**src/hw/rtl/kmp_pkg.sv**
```systemverilog
package kmp_pkg;

    // Port decode constants
    localparam logic [7:0] PORT_ULA     = 8'hFE;
    localparam int         PORT_JOY_BIT = 5;
    localparam logic [7:0] BORDER_MASK  = 8'h07;
    localparam int         TAPE_IN_BIT  = 6;
    localparam int         TAPE_OUT_BIT = 3;
    localparam logic [7:0] BYTE_ALL     = 8'hFF;

    // Key matrix geometry
    localparam int KEY_ROWS = 8;
    localparam int ROW_W    = 3;

    // Command codes carried in tuser
    typedef enum logic [2:0] {
        CMD_READ        = 3'd0,
        CMD_WRITE       = 3'd1,
        CMD_KEY_PRESS   = 3'd2,
        CMD_KEY_RELEASE = 3'd3,
        CMD_JOY_UPDATE  = 3'd4
    } t_cmd;

    // Configuration register indexes
    localparam logic CFG_FAST_MODE   = 1'b0;
    localparam logic CFG_TAPE_OUT_EN = 1'b1;

    // One input transaction
    typedef struct packed {
        logic [2:0]       command;
        logic [7:0]       port_low;
        logic [7:0]       addr_high;
        logic [7:0]       data_byte;
        logic [ROW_W-1:0] key_row;
        logic [31:0]      cycle_stamp;
        logic             tape_in_level;
        logic             tape_idle;
    } t_item;

    // One result transaction
    typedef struct packed {
        logic [7:0]         read_data;
        logic [2:0]         border_color;
        logic               sound_write;
        logic [7:0]         sound_value;
        logic               tape_edge;
        logic signed [31:0] tape_interval;
    } t_result;

    // Key matrix update request
    typedef struct packed {
        logic             en;
        logic             press;
        logic [ROW_W-1:0] row;
        logic [7:0]       mask;
    } t_key_upd;

endpackage

```
**src/hw/rtl/keyboard_matrix_port_io.sv**
```systemverilog
// Channel   Direction  Signals                     Content
// s (in)    input      i_s_tvalid/o_s_tready       one port access or key/joystick event
// m (out)   output     o_m_tvalid/i_m_tready       one result per input transaction
// cfg       input      i_cfg_we/i_cfg_index/wdata  fast_mode, tape_out_enable
//
// One transaction per cycle sustained while results are taken; an accepted input
// passes through the input register, then the result register.
// Reset is synchronous, active low: key matrix all released, valid flags, configuration and port state zero.
// A stalled result holds the result register; the input register still takes
// one more transaction, then s_tready drops until the result is taken.
module keyboard_matrix_port_io import kmp_pkg::*; (
    input  logic        i_clk,
    input  logic        i_rst_n,
    // cfg: register index 0 fast_mode, 1 tape_out_enable
    input  logic        i_cfg_we,
    input  logic        i_cfg_index,
    input  logic        i_cfg_wdata,
    input  logic        i_s_tvalid,
    output logic        o_s_tready,
    // port_low[7:0], addr_high[15:8], data_byte[23:16], key_row[26:24],
    // cycle_stamp[58:27], tape_in_level[59], tape_idle[60], zero[63:61]
    input  logic [63:0] i_s_tdata,
    // command[2:0]
    input  logic [2:0]  i_s_tuser,
    output logic        o_m_tvalid,
    input  logic        i_m_tready,
    // read_data[7:0], border_color[10:8], sound_write[11], sound_value[19:12],
    // tape_edge[20], tape_interval[52:21], zero[55:53]
    output logic [55:0] o_m_tdata
);

    logic    r_in_valid;
    t_item   r_item;
    t_item   n_item;
    logic    r_out_valid;
    t_result r_result;
    t_result w_result;
    logic    r_fast_mode;
    logic    r_tape_out_en;
    logic    w_advance;

    // Advance when the result register is empty or being drained
    assign w_advance  = r_in_valid && (!o_m_tvalid || i_m_tready);
    assign o_s_tready = !r_in_valid || w_advance;

    // Unpack the input transaction
    always_comb begin
        n_item.command       = i_s_tuser;
        n_item.port_low      = i_s_tdata[7:0];
        n_item.addr_high     = i_s_tdata[15:8];
        n_item.data_byte     = i_s_tdata[23:16];
        n_item.key_row       = i_s_tdata[26:24];
        n_item.cycle_stamp   = i_s_tdata[58:27];
        n_item.tape_in_level = i_s_tdata[59];
        n_item.tape_idle     = i_s_tdata[60];
    end

    kmp_port u_port (
        .i_clk         (i_clk),
        .i_rst_n       (i_rst_n),
        .i_en          (w_advance),
        .i_item        (r_item),
        .i_fast_mode   (r_fast_mode),
        .i_tape_out_en (r_tape_out_en),
        .o_result      (w_result)
    );

    // Hold valid flags and configuration
    always_ff @(posedge i_clk) begin
        if (!i_rst_n) begin
            r_in_valid    <= 1'b0;
            r_out_valid   <= 1'b0;
            r_fast_mode   <= 1'b0;
            r_tape_out_en <= 1'b0;
        end else begin
            if (o_s_tready) begin
                r_in_valid <= i_s_tvalid;
            end
            if (w_advance) begin
                r_out_valid <= 1'b1;
            end else if (i_m_tready) begin
                r_out_valid <= 1'b0;
            end
            if (i_cfg_we) begin
                case (i_cfg_index)
                    CFG_FAST_MODE:   r_fast_mode   <= i_cfg_wdata;
                    CFG_TAPE_OUT_EN: r_tape_out_en <= i_cfg_wdata;
                    default: begin
                    end
                endcase
            end
        end
    end

    // Load payload registers
    always_ff @(posedge i_clk) begin
        if (i_s_tvalid && o_s_tready) begin
            r_item <= n_item;
        end
        if (w_advance) begin
            r_result <= w_result;
        end
    end

    assign o_m_tvalid = r_out_valid;
    assign o_m_tdata  = {3'b000,
                         r_result.tape_interval,
                         r_result.tape_edge,
                         r_result.sound_value,
                         r_result.sound_write,
                         r_result.border_color,
                         r_result.read_data};

`ifndef SYNTHESIS
    // Result register is empty after reset
    a_reset_empty: assert property (@(posedge i_clk)
        !i_rst_n |=> !o_m_tvalid)
        else $error("result valid after reset");

    // Full input register with stalled result blocks new input
    a_stall_blocks: assert property (@(posedge i_clk) disable iff (!i_rst_n)
        (r_in_valid && o_m_tvalid && !i_m_tready) |-> !o_s_tready)
        else $error("input accepted while both stages are full and stalled");

    // An item waiting ahead of an empty result register moves on next cycle
    a_advance: assert property (@(posedge i_clk) disable iff (!i_rst_n)
        (r_in_valid && !o_m_tvalid) |=> o_m_tvalid)
        else $error("item did not advance into empty result register");
`endif

endmodule

```
**src/hw/rtl/kmp_keys.sv**
```systemverilog
module kmp_keys import kmp_pkg::*; (
    input  logic       i_clk,
    input  logic       i_rst_n,
    input  t_key_upd   i_upd,
    input  logic [7:0] i_sel,
    output logic [7:0] o_row_and
);

    logic [7:0] r_rows [KEY_ROWS];

    // Clear or set mask bits in the addressed row; reset releases all keys
    always_ff @(posedge i_clk) begin
        if (!i_rst_n) begin
            for (int i = 0; i < KEY_ROWS; i++) begin
                r_rows[i] <= BYTE_ALL;
            end
        end else begin
            for (int i = 0; i < KEY_ROWS; i++) begin
                if (i_upd.en && (i_upd.row == ROW_W'(i))) begin
                    if (i_upd.press) begin
                        r_rows[i] <= r_rows[i] & ~i_upd.mask;
                    end else begin
                        r_rows[i] <= r_rows[i] | i_upd.mask;
                    end
                end
            end
        end
    end

    // AND every row whose select bit is low
    always_comb begin
        o_row_and = BYTE_ALL;
        for (int i = 0; i < KEY_ROWS; i++) begin
            if (!i_sel[i]) begin
                o_row_and = o_row_and & r_rows[i];
            end
        end
    end

endmodule

```
**src/hw/rtl/kmp_port.sv**
```systemverilog
module kmp_port import kmp_pkg::*; (
    input  logic    i_clk,
    input  logic    i_rst_n,
    input  logic    i_en,
    input  t_item   i_item,
    input  logic    i_fast_mode,
    input  logic    i_tape_out_en,
    output t_result o_result
);

    logic [7:0]  r_joy;
    logic        r_tape_level;
    logic [31:0] r_last_stamp;
    logic [2:0]  r_border;

    logic [7:0]  n_joy;
    logic        n_tape_level;
    logic [31:0] n_last_stamp;
    logic [2:0]  n_border;

    t_key_upd    w_key_upd;
    logic [7:0]  w_row_and;
    logic        w_lvl;

    kmp_keys u_keys (
        .i_clk     (i_clk),
        .i_rst_n   (i_rst_n),
        .i_upd     (w_key_upd),
        .i_sel     (i_item.addr_high),
        .o_row_and (w_row_and)
    );

    assign w_lvl = i_item.data_byte[TAPE_OUT_BIT];

    // Decode the command and form the result and next state
    always_comb begin
        n_joy        = r_joy;
        n_tape_level = r_tape_level;
        n_last_stamp = r_last_stamp;
        n_border     = r_border;
        o_result     = '0;
        w_key_upd    = '0;
        w_key_upd.row  = i_item.key_row;
        w_key_upd.mask = i_item.data_byte;

        case (i_item.command)
            CMD_READ: begin
                if (!i_item.port_low[PORT_JOY_BIT]) begin
                    o_result.read_data = r_joy;
                end else if (i_item.port_low[0]) begin
                    o_result.read_data = BYTE_ALL;
                end else begin
                    o_result.read_data = w_row_and;
                    o_result.read_data[TAPE_IN_BIT] = i_item.tape_in_level;
                end
            end
            CMD_WRITE: begin
                if (i_item.port_low == PORT_ULA) begin
                    n_border = 3'(i_item.data_byte & BORDER_MASK);
                    if (!i_fast_mode && i_item.tape_idle) begin
                        o_result.sound_write = 1'b1;
                        o_result.sound_value = i_item.data_byte;
                    end
                    if (w_lvl != r_tape_level) begin
                        n_tape_level = w_lvl;
                        n_last_stamp = i_item.cycle_stamp;
                        if (i_tape_out_en) begin
                            o_result.tape_edge     = 1'b1;
                            o_result.tape_interval =
                                $signed(i_item.cycle_stamp - r_last_stamp);
                        end
                    end
                end
            end
            CMD_KEY_PRESS: begin
                w_key_upd.en    = i_en;
                w_key_upd.press = 1'b1;
            end
            CMD_KEY_RELEASE: begin
                w_key_upd.en    = i_en;
                w_key_upd.press = 1'b0;
            end
            CMD_JOY_UPDATE: begin
                n_joy = i_item.data_byte;
            end
            default: begin
            end
        endcase

        o_result.border_color = n_border;
    end

    // Commit state when the transaction moves to the result register
    always_ff @(posedge i_clk) begin
        if (!i_rst_n) begin
            r_joy        <= '0;
            r_tape_level <= 1'b0;
            r_last_stamp <= '0;
            r_border     <= '0;
        end else if (i_en) begin
            r_joy        <= n_joy;
            r_tape_level <= n_tape_level;
            r_last_stamp <= n_last_stamp;
            r_border     <= n_border;
        end
    end

endmodule
```
**config.mk**
```make
export PLATFORM = sky130hd
export DESIGN_NAME = keyboard_matrix_port_io
export DESIGN_NICKNAME = d
export VERILOG_FILES = /design/src/hw/rtl/kmp_pkg.sv /design/src/hw/rtl/keyboard_matrix_port_io.sv /design/src/hw/rtl/kmp_keys.sv /design/src/hw/rtl/kmp_port.sv
export SDC_FILE = /design/constraint.sdc
export NUM_CORES = 1
export LEC_CHECK = 0
export BUFFER_PORTS_ARGS = -buffer_cell sky130_fd_sc_hd__buf_4
export CAP_MARGIN = 10
export CORE_ASPECT_RATIO = 1.1
export CORE_MARGIN = 8
export CORE_UTILIZATION = 50
export DETAILED_ROUTE_END_ITERATION = 8
export PLACE_DENSITY = 0.73
export SYNTH_ARGS = -nofsm -noshare
export SYNTH_HDL_FRONTEND = slang
export SYNTH_SLANG_ARGS = --single-unit
```
**constraint.sdc**
```tcl
create_clock -name i_clk -period 2.6 [get_ports i_clk]
set_clock_uncertainty 0.2 [all_clocks]
set_input_delay 0 -clock i_clk [delete_from_list [all_inputs] [get_ports i_clk]]
set_output_delay 0 -clock i_clk [all_outputs]
set_load 0.02 [all_outputs]
```
**Yosys cells after proc, flatten, opt, wreduce, memory -nomap -nowiden**

Memories as Yosys holds them, arrays and structs flattened.
Cells that the tools add are included.

- Eq/ne operators: 13
- Reductions and logical operators: 27
- Mux-type cells: 84
- Bitwise gates (word level): 41
- Add/sub/neg operators: 1

Operator list:

| cell | number |
|---|---|
| 2-to-1 mux 8 bit | 26 |
| bitwise AND 8 bit | 15 |
| OR 8 bit | 8 |
| 2-to-1 mux 1 bit | 53 |
| 2-to-1 mux 33 bit | 1 |
| subtractor 32 bit | 1 |
| OR 1 bit | 16 |
| equality test 3 bit, second input constant | 5 |
| equality test 3 x 2 -> 1 bit, second input constant | 4 |
| logical AND 1 bit | 11 |
| 2-to-1 mux 9 bit | 1 |
| equality test 8 bit, second input constant | 1 |
| NOT 8 bit | 1 |
| AND reduction 2 bit | 4 |
| AND reduction 4 bit | 2 |
| equality test 3 x 1 -> 1 bit, second input constant | 2 |
| zero test 3 bit | 2 |
| 2-to-1 mux 3 bit | 2 |
| AND reduction 3 bit | 2 |
| case mux 2 bit (2 select lines) | 1 |
| zero test 1 bit | 3 |
| logical OR 1 bit | 2 |
| nonzero test 2 bit | 1 |
| != test 1 bit | 1 |
| NOT 1 bit | 1 |

- RAM bits: 64
- Logic and storage cells: 189
- Register bits after elaboration: 165
- Bits of input ports: 74
- Memories kept: 1

Memories:

| name | depth | bits a word | read ports | clocked after Yosys merged registers in | wr ports | line | source |
|---|---|---|---|---|---|---|---|
| u_port.u_keys.r_rows | 8 | 8 | 8 | 0 | 8 | kmp_keys.sv:9 | `logic [7:0] r_rows [KEY_ROWS];` |

**Longest topological paths before layout**

Gate-level depths: netlist of the first run.
An unclocked memory read counts as a cell.

- Depth in word-level cells: 18
- Mapped depth: 11
- Mapped depth without buffers: 11

**Cells and area by module**

Synthesis of the first run repeated with hierarchy kept, for this count alone.

- Cell total of the unflattened synthesis: 979
- Area total of the unflattened synthesis: 10950.5 µm²

By module, submodules not included:

| module | instances | area each (µm²) | sequential area each (µm²) | cells an instance |
|---|---|---|---|---|
| kmp_port | 1 | 3842.4 | 880.8 | 532 |
| keyboard_matrix_port_io | 1 | 3714.8 | 3593.4 | 139 |
| kmp_keys | 1 | 3393.3 | 1921.8 | 308 |

**Worst setup path after synthesis of the first run**

Ideal clock, no wire load.

- Path kind: register to register
- From: register r_out_valid, in the netlist o_m_tvalid
- To: memory u_port.u_keys.r_rows[4][0], in the netlist u_port.u_keys.r_rows[1][0] (enable)
- Arrival time: 2.382 ns
- Buffers on the path: 1
- Slack: -0.365 ns
- Clock period less this slack: 2.965 ns
- Stages on the path, launching flop included: 6
- Required time: 2.017 ns
- Library setup time: 0.383 ns
- Path through: dfxtp_1 > nor2b_1 > nor2b_1 > buf_2 > nand3_1 > o31ai_1

RTL lines:

| element | line | source |
|---|---|---|
| start: declaration | keyboard_matrix_port_io.sv:35 | `logic r_out_valid;` |
| start signal: assignment | keyboard_matrix_port_io.sv:72 | `r_out_valid <= 1'b0;` |
| start signal: assignment | keyboard_matrix_port_io.sv:80 | `r_out_valid <= 1'b1;` |
| start signal: assignment | keyboard_matrix_port_io.sv:82 | `r_out_valid <= 1'b0;` |
| end: declaration | kmp_keys.sv:9 |  |

**Worst setup path in the final report of the first run**

- From: register r_item[2] in the netlist's numbering
- To: register r_result (netlist bit o_m_tdata[41]), data pin

- Longest elaborated chain between the ends: 1

Ends and longest elaborated chain:

| element | line | source |
|---|---|---|
| start: declaration | keyboard_matrix_port_io.sv:33 | `t_item r_item;` |
| start signal: assignment | keyboard_matrix_port_io.sv:98 | `r_item <= n_item;` |
| subtractor 32 bit | kmp_port.sv:70 | `$signed(i_item.cycle_stamp - r_last_stamp);` |
| end signal: assignment | keyboard_matrix_port_io.sv:101 | `r_result <= w_result;` |
| end: declaration | keyboard_matrix_port_io.sv:36 | `t_result r_result;` |

Every way passes these cells.
A chain may end at the register's enable or synchronous reset.

==> results.txt, run 1 <==
----------------------------------------------------
[Power]
  Part of the power in the clock network ... 38.5%
  Sequential fraction of design power ... 49.7%
  Peak supply drop ... 0.530 mV
  Switching share of power ... 23.4%
  Cell internal pwr ... 6230 µW
  Power density of the placed cells ... 578 nW/µm²
  Switching power ... 1900 µW
  Gate power share ... 11.9%
  Static leakage ... 0.00516 µW

[Drt]
  Routed length on met3 ... 1.79 mm
  DR pass1 iterations ... 5
  Metal-1 WL ... 10.8 mm
  Average wire per standard cell ... 18.7 µm
  Starting DRT DRC Count ... 578
  Overall via count from detail_route ... 8,364
  Amount of wire on met2 after detailed routing ... 14.7 mm
  Top layer used by detailed routing ... met4
  Remaining antenna violation count ... 0
  Number of remaining DRC errors ... 0
  Number of vias per cell ... 5.52
  Routed wire length ... 28.3 mm

[Synthesis]
  Share of synthesized area occupied by flip-flops and latches ... 59.1%
  Synth Register Bits ... 221
  Average size of a mapped cell ... 10.9 µm²
  Number of instances in the synthesized netlist ... 952
  Synth warn ... 0
  EDFF count, synth ... 173
  Number of unique standard cell types used by synthesis ... 63
  Post-synthesis instance area ... 10,400 µm²
  Post-synth top flop ... edfxtp_1
  Share of flip-flops with an asynchronous set or reset after synthesis ... 0%

[Finish]
  Final cell utilization of the core ... 68.6%
  Leading cell types in the layout, fill and taps excluded ... buf_4 (201), edfxtp_1 (173), nand2_1 (126)
  Area added between synthesis and finish ... 35.0%
  Layout filler cell count ... 1,508
  Combined area of the multi-input logic cells ... 4150 µm²
  Combined flip-flop and latch cell area ... 6160 µm²
  Diodes inserted ... 0
  Commonest non-fill, non-tap cell in the layout ... buf_4
  Final Net Count ... 1,348
  Final cell count without fillers ... 1,514
  Share of cells above drive strength 1 ... 23.0%

[Placement]
  Number of port buffers ... 125
  Placer Congestion ... 0.922
  DP Wirelength ... 18.2 mm
  Post-Place Setup Slack ... -0.214 ns
  Placed cell count ... 1,355

[Worst setup path]
  Worst Path Class, Setup ... reg2reg
  WP data arrival ... 2.86 ns
  CP top delay family ... compound AO/OA/AOI/OAI gates
  Critical Path Start Type ... register
  Cells traversed along the worst timing path ... inv_1, ha_2, fa_2, and2b_1, o2111ai_2, a21oi_2, a311o_2, a21oi_4, buf_4, xor2_1, nor2_1
  CP required ... 2.65 ns
  Maximum net fanout on the critical path ... 3
  Slowest cell delay on critical path ... 0.45 ns
  Crit path capture type ... register
  Number of buffer and inverter stages on the critical path ... 2
  Crit-path slowest cell ... a311o_2

[STA]
  Max frequency ... 356 MHz
  Slack of the critical path ... -0.207 ns
  Total setup violations reported at the end of the flow ... 10
  Final-report hold violation count ... 0
  Summed negative setup slack over all endpoints ... -1.34 ns
  Post-route minimum period ... 2.81 ns
  Unrepaired setup endpoints after global routing ... true
  Final clock period utilization by the worst path ... 108%
  Pins Over Slew Limit ... 0
  Slew at the pin closest to its max-slew limit ... 0.736 ns
  Remaining max-slew budget at the tightest pin ... 50.9%
  Worst hold slack ... 0.00344 ns

[Clock network]
  Number of H-tree levels ... 1
  CTS tree ... yes
  Clock network latency to the later pin of the worst-skew pair ... 0.51 ns
  Cts bufs inserted ... 23
  Clock tree root driver cell ... clkbuf_16
  Num Clock Sinks ... 221
  Register clock-pin slew on the reported worst setup and hold paths ... 0.06 ns
  Clk buf depth ... 3

[Floorplan]
  Placement Rows ... 55
  Chip Width ... 154 µm
  Core outline area ... 20,500 µm²
  Starting density of the core ... 50.8%
  Die Ht ... 167 µm
  Total die area ... 25,700 µm²
  I/O pins ... 132

[Job]
  Max Cap Violations ... 0

[Global route]
  Number of global-route vias before repair ... 8,544
  Antenna violations before repair ... 0
  Global-route wire length before repair ... 44.5 mm
  Global-route congestion overflow total ... 0
  Maximum number of pins on one net before global-route repair ... 41
  GR Util All Layers ... 21.5%

[Hold path]
  Type of the worst min-delay path ... in2reg

[Run status]
  Status ... finished, violations left
  Failing checks ... setup timing

----------------------------------------------------
[area by class of cell]
| class | instances | share of cell area, % |
|---|---|---|
| Multi-Input combinational cell | 649 | 29.5 |
| Clock buffer | 40 | 4.97 |
| Inverter | 38 | 1.01 |
| Clock inverter | 1 | 0.0622 |
| Sequential cell | 221 | 43.7 |
| Tap cell | 256 | 2.28 |
| Timing Repair Buffer | 309 | 18.5 |
[registers in the layout (all words and copies together), names as in the netlist]
name	cells
r_item	64
r_fast_mode	1
r_tape_out_en	1
o_m_tdata	53
o_m_tvalid	1
u_port.r_joy	8
u_port.r_border	3
u_port.r_last_stamp	32
r_in_valid	1
u_port.u_keys.r_rows	56
u_port.r_tape_level	1
[per-stage QoR]
| step | cell area, µm² | power [µW] |
|---|---|---|
| finish | 14100 | 8130 |
| global route | 14100 | 8390 |
| CTS | 13900 | 8120 |
| detailed placement | 12000 | 4870 |
| global placement | 12000 | 4860 |
| floorplan | 10400 | 4520 |
[synthesized netlist by cell type (all sizes together), types with 8 or more instances]
cell type,count,share of area (%)
edfxtp,173,50
nand2,128,4.6
nor2,97,3.5
o21ai,80,4.0
dfxtp,48,9.2
inv,38,1.4
a21oi,36,1.9
a21boi,34,2.4
ha,31,3.7
clkbuf,29,1.0
o22ai,28,1.7
nand3,20,1.0
nor2b,20,1.2
xnor2,19,1.6
and2,18,1.1
buf,17,1.1
nand2b,16,0.96
mux2i,12,1.2
xor2,11,0.92
a211oi,10,0.72
a21o,10,0.72
nand4,8,0.48
nor3,8,0.48
nor4,8,0.48
[power groups by stage]
| stage | registers (µW) | logic, µW | clock network [µW] |
|---|---|---|---|
| 4_1_cts | 4030 | 924 | 3170 |
| 5_1_grt | 4050 | 1030 | 3310 |
| 6_report | 4040 | 963 | 3130 |
| 3_5_place_dp | 4100 | 770 | 0 |
| 3_3_place_gp | 4100 | 761 | 0 |
| 2_1_floorplan | 4110 | 407 | 0 |
[worst paths after layout]
path                                         startpoint                      end  slack [ns]  cells after the start
worst max-delay path                          r_item[2]            o_m_tdata[41]       -0.21                     11
worst max register to register                r_item[2]            o_m_tdata[41]       -0.21                     11
worst min register to register  u_port.r_last_stamp[13]  u_port.r_last_stamp[13]        0.26                      2
worst min-delay path                       i_s_tuser[0]               r_item[61]       0.003                      2
[cell families (layout without fill, tap and decap cells)]
kind of cell / count (synthesis) / after routing / share of synthesized area, %
mux: 15 / 15 / 1.48
other cells: 1 / 3 / 0.0360
buf+inv: 84 / 388 / 3.49
flops: 221 / 221 / 59.1
compound gates: 229 / 229 / 14.4
fa+ha+maj: 32 / 32 / 3.91
simple gates: 340 / 340 / 15.0
xor+xnor: 30 / 30 / 2.52
[layer usage]
metal | global-route usage, % | vias up
met5 | 0 | -
met3 | 3.71 | 69
met2 | 39.4 | 311
met1 | 24.3 | 4000
met4 | 8.87 | 0
li1 | - | 3984
[timing repair]
| item | in CTS | in global routing |
|---|---|---|
| gates resized for setup | 23 | 18 |
| hold buffers | 106 | 1 |
| setup buffers | 6 | 5 |
| endpoints found under the setup margin | 15 | 23 |
| pin swaps | 20 | 15 |
| hold endpoints to repair | 127 | 1 |
(Power assumes the default switching activity.)
==> run 2: changes to the inputs <==
--- a/config.mk
+++ b/config.mk
@@ -5,6 +5,7 @@
 export SDC_FILE = /design/constraint.sdc
 export NUM_CORES = 1
 export LEC_CHECK = 0
+export ABC_AREA = 1
 export BUFFER_PORTS_ARGS = -buffer_cell sky130_fd_sc_hd__buf_4
 export CAP_MARGIN = 10
 export CORE_ASPECT_RATIO = 1.1
==> results.txt, run 2 <==
----------------------------------------------------
[Run status]
  Status ... complete, no violations

[Worst setup path]
  Crit path top cell by count ... nand2_1
  Critical Path Start Type ... register
  CP required ... 2.66 ns (about the same)
  Cells traversed along the worst timing path ... inv_1, ha_1, fa_1, inv_2, nand3_1, nand3_1, nand3_1, nand3_2, nand2_1, nand2_1, nand2_1, nand2_1, nor2_1
  CP top delay family ... simple AND/OR/NAND/NOR gates
  Slowest cell delay on critical path ... 0.45 ns (about the same)
  Crit path capture type ... register
  Crit-path slowest cell ... fa_1
  WP data arrival ... 2.53 ns (-0.33 ns)
  Maximum net fanout on the critical path ... 4 (+1)
  Worst Path Class, Setup ... reg2reg
  Number of buffer and inverter stages on the critical path ... 2 (unchanged)

[Finish]
  Share of cells above drive strength 1 ... 12.9% (-10 points)
  Post-route cell area ... 14,100 µm² (+0.43%)
  Final cell utilization of the core ... 65.9% (-2.7 points)
  Layout filler cell count ... 1,728 (+15%)
  Diodes inserted ... 0 (unchanged)
  Area added between synthesis and finish ... 29.1%
  Register containing the most flip-flops in the final layout ... r_item
  Combined flip-flop and latch cell area ... 6160 µm² (unchanged)
  Max FFs per register ... 64 (unchanged)
  Commonest non-fill, non-tap cell in the layout ... nand2_1
  Final Net Count ... 1,617 (+20%)
  Combined area of the multi-input logic cells ... 3990 µm² (-3.7%)
  Leading cell types in the layout, fill and taps excluded ... nand2_1 (375), inv_1 (174), edfxtp_1 (173)

[Power]
  Power density of the placed cells ... 571 nW/µm² (-1.1%)
  Switching power ... 1970 µW (+3.6%)
  Total power of the final layout ... 8070 µW (-0.72%)
  Part of the power in the clock network ... 39.3% (+0.8 points)
  Gate power share ... 10.8% (-1.1 points)
  Static leakage ... 0.00590 µW (+14%)
  Peak supply drop ... 0.503 mV (-5.0%)
  Cell internal pwr ... 6100 µW (-2.0%)
  Switching share of power ... 24.4% (+1.0 points)
  Sequential fraction of design power ... 49.9% (+0.2 points)

[STA]
  Max frequency ... 406 MHz (+14%)
  Remaining max-slew budget at the tightest pin ... 50.3% (-0.68 points)
  Slew at the pin closest to its max-slew limit ... 0.740 ns (+0.00448 ns)
  Pins Over Slew Limit ... 0 (unchanged)
  Final clock period utilization by the worst path ... 94.8% (-13 points)
  Summed negative setup slack over all endpoints ... 0 ns (+1.34 ns)
  Total setup violations reported at the end of the flow ... 0 (-10)
  Unrepaired setup endpoints after global routing ... false
  Worst hold slack ... 0.0190 ns (+0.0156 ns)
  Final-report hold violation count ... 0 (unchanged)
  Post-route minimum period ... 2.46 ns (-0.342 ns)

[Clock network]
  Register clock-pin slew on the reported worst setup and hold paths ... 0.06 ns (about the same)
  Clock tree root driver cell ... clkbuf_16
  Num Clock Sinks ... 221 (unchanged)
  CTS tree ... yes
  Number of setup buffers added after CTS ... 0 (-6)
  Clk buf depth ... 3 (unchanged)
  Clock network latency to the later pin of the worst-skew pair ... 0.53 ns (+0.02 ns)
  Number of H-tree levels ... 1 (unchanged)
  Cts bufs inserted ... 23 (unchanged)

[Drt]
  Number of remaining DRC errors ... 0 (unchanged)
  Routed wire length ... 30.1 mm (+6.7%)
  DR pass1 iterations ... 5 (unchanged)
  Average wire per standard cell ... 16.6 µm (-11%)
  Remaining antenna violation count ... 0 (unchanged)
  Number of vias per cell ... 5.22 (-5.6%)
  Starting DRT DRC Count ... 627 (+8.5%)
  Overall via count from detail_route ... 9,481 (+13%)

[Synthesis]
  Post-synthesis instance area ... 10,900 µm² (+5.1%)
  Leading post-synthesis cells by cell area ... edfxtp_1 (47%), nand2_1 (13%), dfxtp_1 (8.8%)
  Share of flip-flops with an asynchronous set or reset after synthesis ... 0% (unchanged)
  Number of unique standard cell types used by synthesis ... 38 (-40%)
  Top-area cell type share of the netlist area ... 47.5% (-2.4 points)
  Library cell with the highest instance count after synthesis ... nand2_1
  Post-synth top flop ... edfxtp_1
  Number of instances in the synthesized netlist ... 1,259 (+32%)
  Most area-hungry cell type in the Yosys netlist ... edfxtp_1
  Synth warn ... 0 (unchanged)
  Synth Register Bits ... 221 (unchanged)
  Share of synthesized area occupied by flip-flops and latches ... 56.2% (-2.8 points)
  Average size of a mapped cell ... 8.69 µm² (-21%)
  EDFF count, synth ... 173 (unchanged)
  Most frequent cells after synthesis ... nand2_1 (376), inv_1 (176), edfxtp_1 (173)

[Floorplan]
  Chip Width ... 157 µm (+2.2%)
  Core outline area ... 21,400 µm² (+4.6%)
  Starting density of the core ... 51.1% (+0.24 points)
  Total die area ... 26,900 µm² (+4.5%)
  I/O pins ... 132 (unchanged)
  Placement Rows ... 56 (+1.8%)
  Die Ht ... 171 µm (+2.3%)

[Global route]
  Antenna violations before repair ... 0 (unchanged)
  Global-route wire length before repair ... 47.6 mm (+7.1%)
  GR Util All Layers ... 22.4% (+0.90 points)
  Number of global-route vias before repair ... 9,375 (+9.7%)
  Maximum number of pins on one net before global-route repair ... 52 (+27%)
  Global-route congestion overflow total ... 0 (unchanged)

[Hold path]
  Type of the worst min-delay path ... in2reg

[Job]
  Max Cap Violations ... 0 (unchanged)

[Placement]
  Number of port buffers ... 125 (unchanged)
  DP Wirelength ... 20.5 mm (+13%)
  Total cell area at the placement stage ... 12,200 µm² (+2.0%)
  Placer Congestion ... 0.985 (+6.9%)

----------------------------------------------------
## run 2: cell types whose count changed after synthesis, sizes merged, moves of 20 or more
cell    before  now
inv         38  179
a21oi       36   89
nor2b       20    0
nand2      128  378
nor2        97  128
a21boi      34    0
nand3       20   61
## run 2: area by class of cell
cell class / instances / share of cell area, %
sequential: 221 / 43.6
multi-input combinational: 830 / 28.2
timing repair buffer: 256 / 15.7
inverter: 179 / 4.80
clock buffer: 30 / 4.40
tap: 290 / 2.57
clock inverter: 12 / 0.691
## run 2: cell families after synthesis
| kind of cell | after synthesis | synth area share, % |
|---|---|---|
| other cells | 1 | 0.0343 |
| simple gates | 603 | 23.0 |
| fa+ha+maj | 32 | 3.73 |
| flops | 221 | 56.2 |
| buf+inv | 210 | 7.49 |
| compound gates | 188 | 9.11 |
| xor+xnor | 4 | 0.389 |
## run 2: path summary, 6_finish.rpt
path                      startpoint                 endpoint  slack, ns  cells past startpoint
max                        r_item[2]            o_m_tdata[49]       0.14                     13
max reg2reg                r_item[2]            o_m_tdata[49]       0.14                     13
min                    i_s_tdata[12]               r_item[49]       0.02                      2
min reg2reg  u_port.r_last_stamp[22]  u_port.r_last_stamp[22]       0.26                      2
## run 2: per-layer routing
metal / up-vias / global-route usage, % / share of wire, % / wire, µm
met1: 4419 / 25.7 / 38 / 11400
met5: - / 0 / 0 / 0
met4: 0 / 9.98 / 4.0 / 1210
li1: 4627 / - / - / -
met3: 84 / 3.39 / 6.3 / 1890
met2: 351 / 40.7 / 52 / 15600
## run 2: worst reg2reg max path, delay by kind of cell (launching register included)
kind,cells,cell delay [ns]
adder cells (fa/ha/maj),2,0.69
buffers and inverters,2,0.18
flip-flops,1,0.37
AND/OR/NAND/NOR,9,0.78
## run 2: through the flow
| step | cells | setup WS (ns) |
|---|---|---|
| 5_1_grt | 1818 | 0.00926 |
| 3_3_place_gp | 1660 | 0.226 |
| 6_report | 1818 | 0.135 |
| 3_5_place_dp | 1660 | 0.161 |
| 4_1_cts | 1818 | 0.138 |
| 2_1_floorplan | 1261 | 0.0205 |
## run 2: power groups by stage
stage,logic (µW),registers (µW),clock network [µW]
after floorplan,410,4100,0
after global placement,702,4100,0
after detailed placement,714,4100,0
after CTS,854,4020,3210
after global routing,958,4040,3340
final,869,4030,3170
## run 2: what timing repair did
item,CTS,global route
setup endpoints to repair,0,8
resized for setup,0,4
endpoints found under the hold margin,89,0
hold buffers,116,0
==> run 3: changes to the inputs <==
--- a/config.mk
+++ b/config.mk
@@ -12,7 +12,7 @@
 export CORE_MARGIN = 8
 export CORE_UTILIZATION = 50
 export DETAILED_ROUTE_END_ITERATION = 8
-export PLACE_DENSITY = 0.73
+export PLACE_DENSITY = 0.7
 export SYNTH_ARGS = -nofsm -noshare
 export SYNTH_HDL_FRONTEND = slang
 export SYNTH_SLANG_ARGS = --single-unit
==> constraint.sdc (replaced) <==
create_clock -name i_clk -period 2.3 [get_ports i_clk]
set_clock_uncertainty 0.2 [all_clocks]
set_input_delay 0 -clock i_clk [delete_from_list [all_inputs] [get_ports i_clk]]
set_output_delay 0 -clock i_clk [all_outputs]
set_load 0.02 [all_outputs]
==> results.txt, run 3 (same netlist as run 2, synthesis figures left out) <==
----------------------------------------------------
[Global route]
  Number of global-route vias before repair ... 9,262 (-1.2%)
  Global-route wire length before repair ... 47.5 mm (-0.23%)
  Maximum number of pins on one net before global-route repair ... 65 (+25%)
  Global-route congestion overflow total ... 0 (unchanged)
  Antenna violations before repair ... 0 (unchanged)
  GR Util All Layers ... 22.3% (-0.060 points)

[Clock network]
  CTS tree ... yes
  Num Clock Sinks ... 221 (unchanged)
  Clock network latency to the later pin of the worst-skew pair ... 0.51 ns (-0.02 ns)
  Number of H-tree levels ... 1 (unchanged)
  Clock tree root driver cell ... clkbuf_16
  Cts bufs inserted ... 24 (+4.3%)
  Register clock-pin slew on the reported worst setup and hold paths ... 0.06 ns (about the same)
  Clk buf depth ... 3 (unchanged)

[Drt]
  Overall via count from detail_route ... 9,462 (-0.20%)
  Top layer used by detailed routing ... met4
  Routed wire length ... 30.0 mm (-0.43%)
  Number of vias per cell ... 5.18 (-0.64%)
  Starting DRT DRC Count ... 733 (+17%)
  Number of remaining DRC errors ... 0 (unchanged)
  Remaining antenna violation count ... 0 (unchanged)
  Amount of wire on met2 after detailed routing ... 15.5 mm (-0.55%)
  Average wire per standard cell ... 16.4 µm (-0.87%)
  Routed length on met3 ... 1.83 mm (-3.0%)
  Metal-1 WL ... 11.6 mm (+1.7%)
  DR pass1 iterations ... 5 (unchanged)

[Hold path]
  Min-Delay Endpoint ... r_item[8]
  Type of the worst min-delay path ... in2reg
  Cells on Worst Hold Path ... 2 (unchanged)
  Min-Delay Startpoint ... i_s_tdata[33]

[Finish]
  Final cell utilization of the core ... 67.8% (+1.9 points)
  Leading cell types in the layout, fill and taps excluded ... nand2_1 (371), inv_1 (173), edfxtp_1 (173)
  Diodes inserted ... 0 (unchanged)
  Combined area of the multi-input logic cells ... 4270 µm² (+7.0%)
  Combined flip-flop and latch cell area ... 6160 µm² (about the same)
  Register containing the most flip-flops in the final layout ... r_item
  Final Net Count ... 1,624 (+0.43%)
  Final cell count without fillers ... 1,826 (+0.44%)
  Max FFs per register ... 64 (unchanged)
  Commonest non-fill, non-tap cell in the layout ... nand2_1
  Area added between synthesis and finish ... 32.8%
  Layout filler cell count ... 1,690 (-2.2%)
  Share of cells above drive strength 1 ... 17.1% (+4.2 points)

[STA]
  Max frequency ... 456 MHz (+12%)
  Unrepaired setup endpoints after global routing ... true
  Pins Over Slew Limit ... 0 (unchanged)
  Summed negative setup slack over all endpoints ... 0 ns (unchanged)
  Worst hold slack ... 0.0151 ns (-0.00385 ns)
  Final-report hold violation count ... 0 (unchanged)
  Post-route minimum period ... 2.19 ns (-0.272 ns)
  Slew at the pin closest to its max-slew limit ... 0.625 ns (-0.115 ns)
  Final clock period utilization by the worst path ... 95.3% (+0.54 points)
  Remaining max-slew budget at the tightest pin ... 58.3% (+8.0 points)
  Total setup violations reported at the end of the flow ... 0 (unchanged)

[Power]
  Power density of the placed cells ... 648 nW/µm² (+13%)
  Gate power share ... 10.9% (about the same)
  Total power of the final layout ... 9410 µW (+17%)
  Cell internal pwr ... 7200 µW (+18%)
  Peak supply drop ... 0.642 mV (+27%)
  Sequential fraction of design power ... 48.4% (-1.5 points)
  Part of the power in the clock network ... 40.7% (+1.4 points)
  Static leakage ... 0.00603 µW (+2.1%)
  Switching power ... 2210 µW (+12%)
  Switching share of power ... 23.5% (-0.87 points)

[Floorplan]
  Placement Rows ... 56 (unchanged)
  Die Ht ... 171 µm (unchanged)
  I/O pins ... 132 (unchanged)
  Chip Width ... 157 µm (unchanged)
  Core outline area ... 21,400 µm² (unchanged)
  Starting density of the core ... 51.1% (unchanged)
  Total die area ... 26,900 µm² (unchanged)

[Placement]
  DP Wirelength ... 20.6 mm (+0.67%)
  Placer Congestion ... 0.949 (-3.6%)
  Placed cell count ... 1,679 (+1.1%)
  Number of port buffers ... 125 (unchanged)

[Worst setup path]
  Crit path capture type ... register
  CP required ... 2.36 ns (-0.30 ns)
  WP data arrival ... 2.25 ns (-0.28 ns)
  Worst Path Class, Setup ... reg2reg
  Startpoint of the most critical register-to-register path ... r_item[8]
  Critical Path Start Type ... register
  Worst Reg2Reg Path Length in Cells ... 10 (-3)
  Maximum net fanout on the critical path ... 5 (+1)
  Reg2Reg Setup Slack ... 0.11 ns (-0.03 ns)
  Capturing point of the worst reg2reg path ... o_m_tdata[52]

[Run status]
  Status ... complete, no violations

[Job]
  Max Cap Violations ... 0 (unchanged)

----------------------------------------------------
-- run 3: cell count changes in the layout (fill, tap and decap cells not counted), moves of 3 or more --
cell / previous run / this run
dlygate4sd3_1: 116 / 102
buf_4: 139 / 157
nand3_2: 3 / 9
nand2_1: 375 / 371
nor2_2: 4 / 10
ha_1: 31 / 12
clkbuf_16: 23 / 26
ha_4: 0 / 14
clkinvlp_4: 6 / 2
nand2_2: 3 / 7
ha_2: 0 / 5
nor2_1: 124 / 117
nand3_1: 58 / 51
-- run 3: power groups by stage --
stage	Sequential, µW	Clock [µW]	Combinational, µW
2_1_floorplan	4630	0	464
3_3_place_gp	4630	0	828
3_5_place_dp	4630	0	836
4_1_cts	4540	3890	977
5_1_grt	4570	4050	1130
6_report	4550	3830	1030
-- run 3: layout make-up --
class,instances,area share [%]
clock inverters,10,0.560
multi-input cells,830,29.4
well taps,290,2.50
clock buffers,34,4.96
flip-flops and latches,221,42.4
repair buffers,262,15.5
inverters,179,4.70
-- run 3: worst max path at each step --
stage / from / endpoint / slack (ns) / cells after the start
detailed placement: r_item[2] / o_m_tdata[49] / -0.05 / 13
finish: r_item[8] / o_m_tdata[52] / 0.11 / 10
CTS: r_item[8] / o_m_tdata[52] / 0.02 / 10
global route: r_item[8] / o_m_tdata[52] / -0.05 / 10
floorplan: o_m_tvalid / u_port.u_keys.r_rows[0][16] / 0.06 / 7
global placement: r_item[2] / o_m_tdata[49] / -0.02 / 13
-- run 3: stage by stage --
step	setup WS (ns)	instance area [µm²]
after floorplan	0.0575	11000
after global placement	-0.0153	12400
after detailed placement	-0.0510	12400
after CTS	0.0228	14200
after global routing	-0.0541	14500
final	0.107	14500
-- run 3: critical path, stage by stage, from the launching register on --
cell	delay, ns
edfxtp_1	0.44
ha_4	0.33
nand2_1	0.11
nor2_1	0.16
nand3_1	0.09
nand2_1	0.13
nand2_1	0.08
nand2_2	0.11
nand2_1	0.08
a21oi_1	0.14
nor2_1	0.07
-- run 3: repair_timing --
item                                   CTS  global route
buffers inserted                         0             1
hold buffers                           102             0
gates resized for setup                  3            51
endpoints found under the hold margin  140             0
pin swaps                                0             2
setup endpoints to repair                7            21
-- run 3: layer usage --
| layer | up-vias | track usage [%] |
|---|---|---|
| li1 | 4656 | - |
| met1 | 4429 | 25.3 |
| met2 | 309 | 41.5 |
| met3 | 68 | 3.89 |
| met4 | 0 | 7.75 |
| met5 | - | 0 |
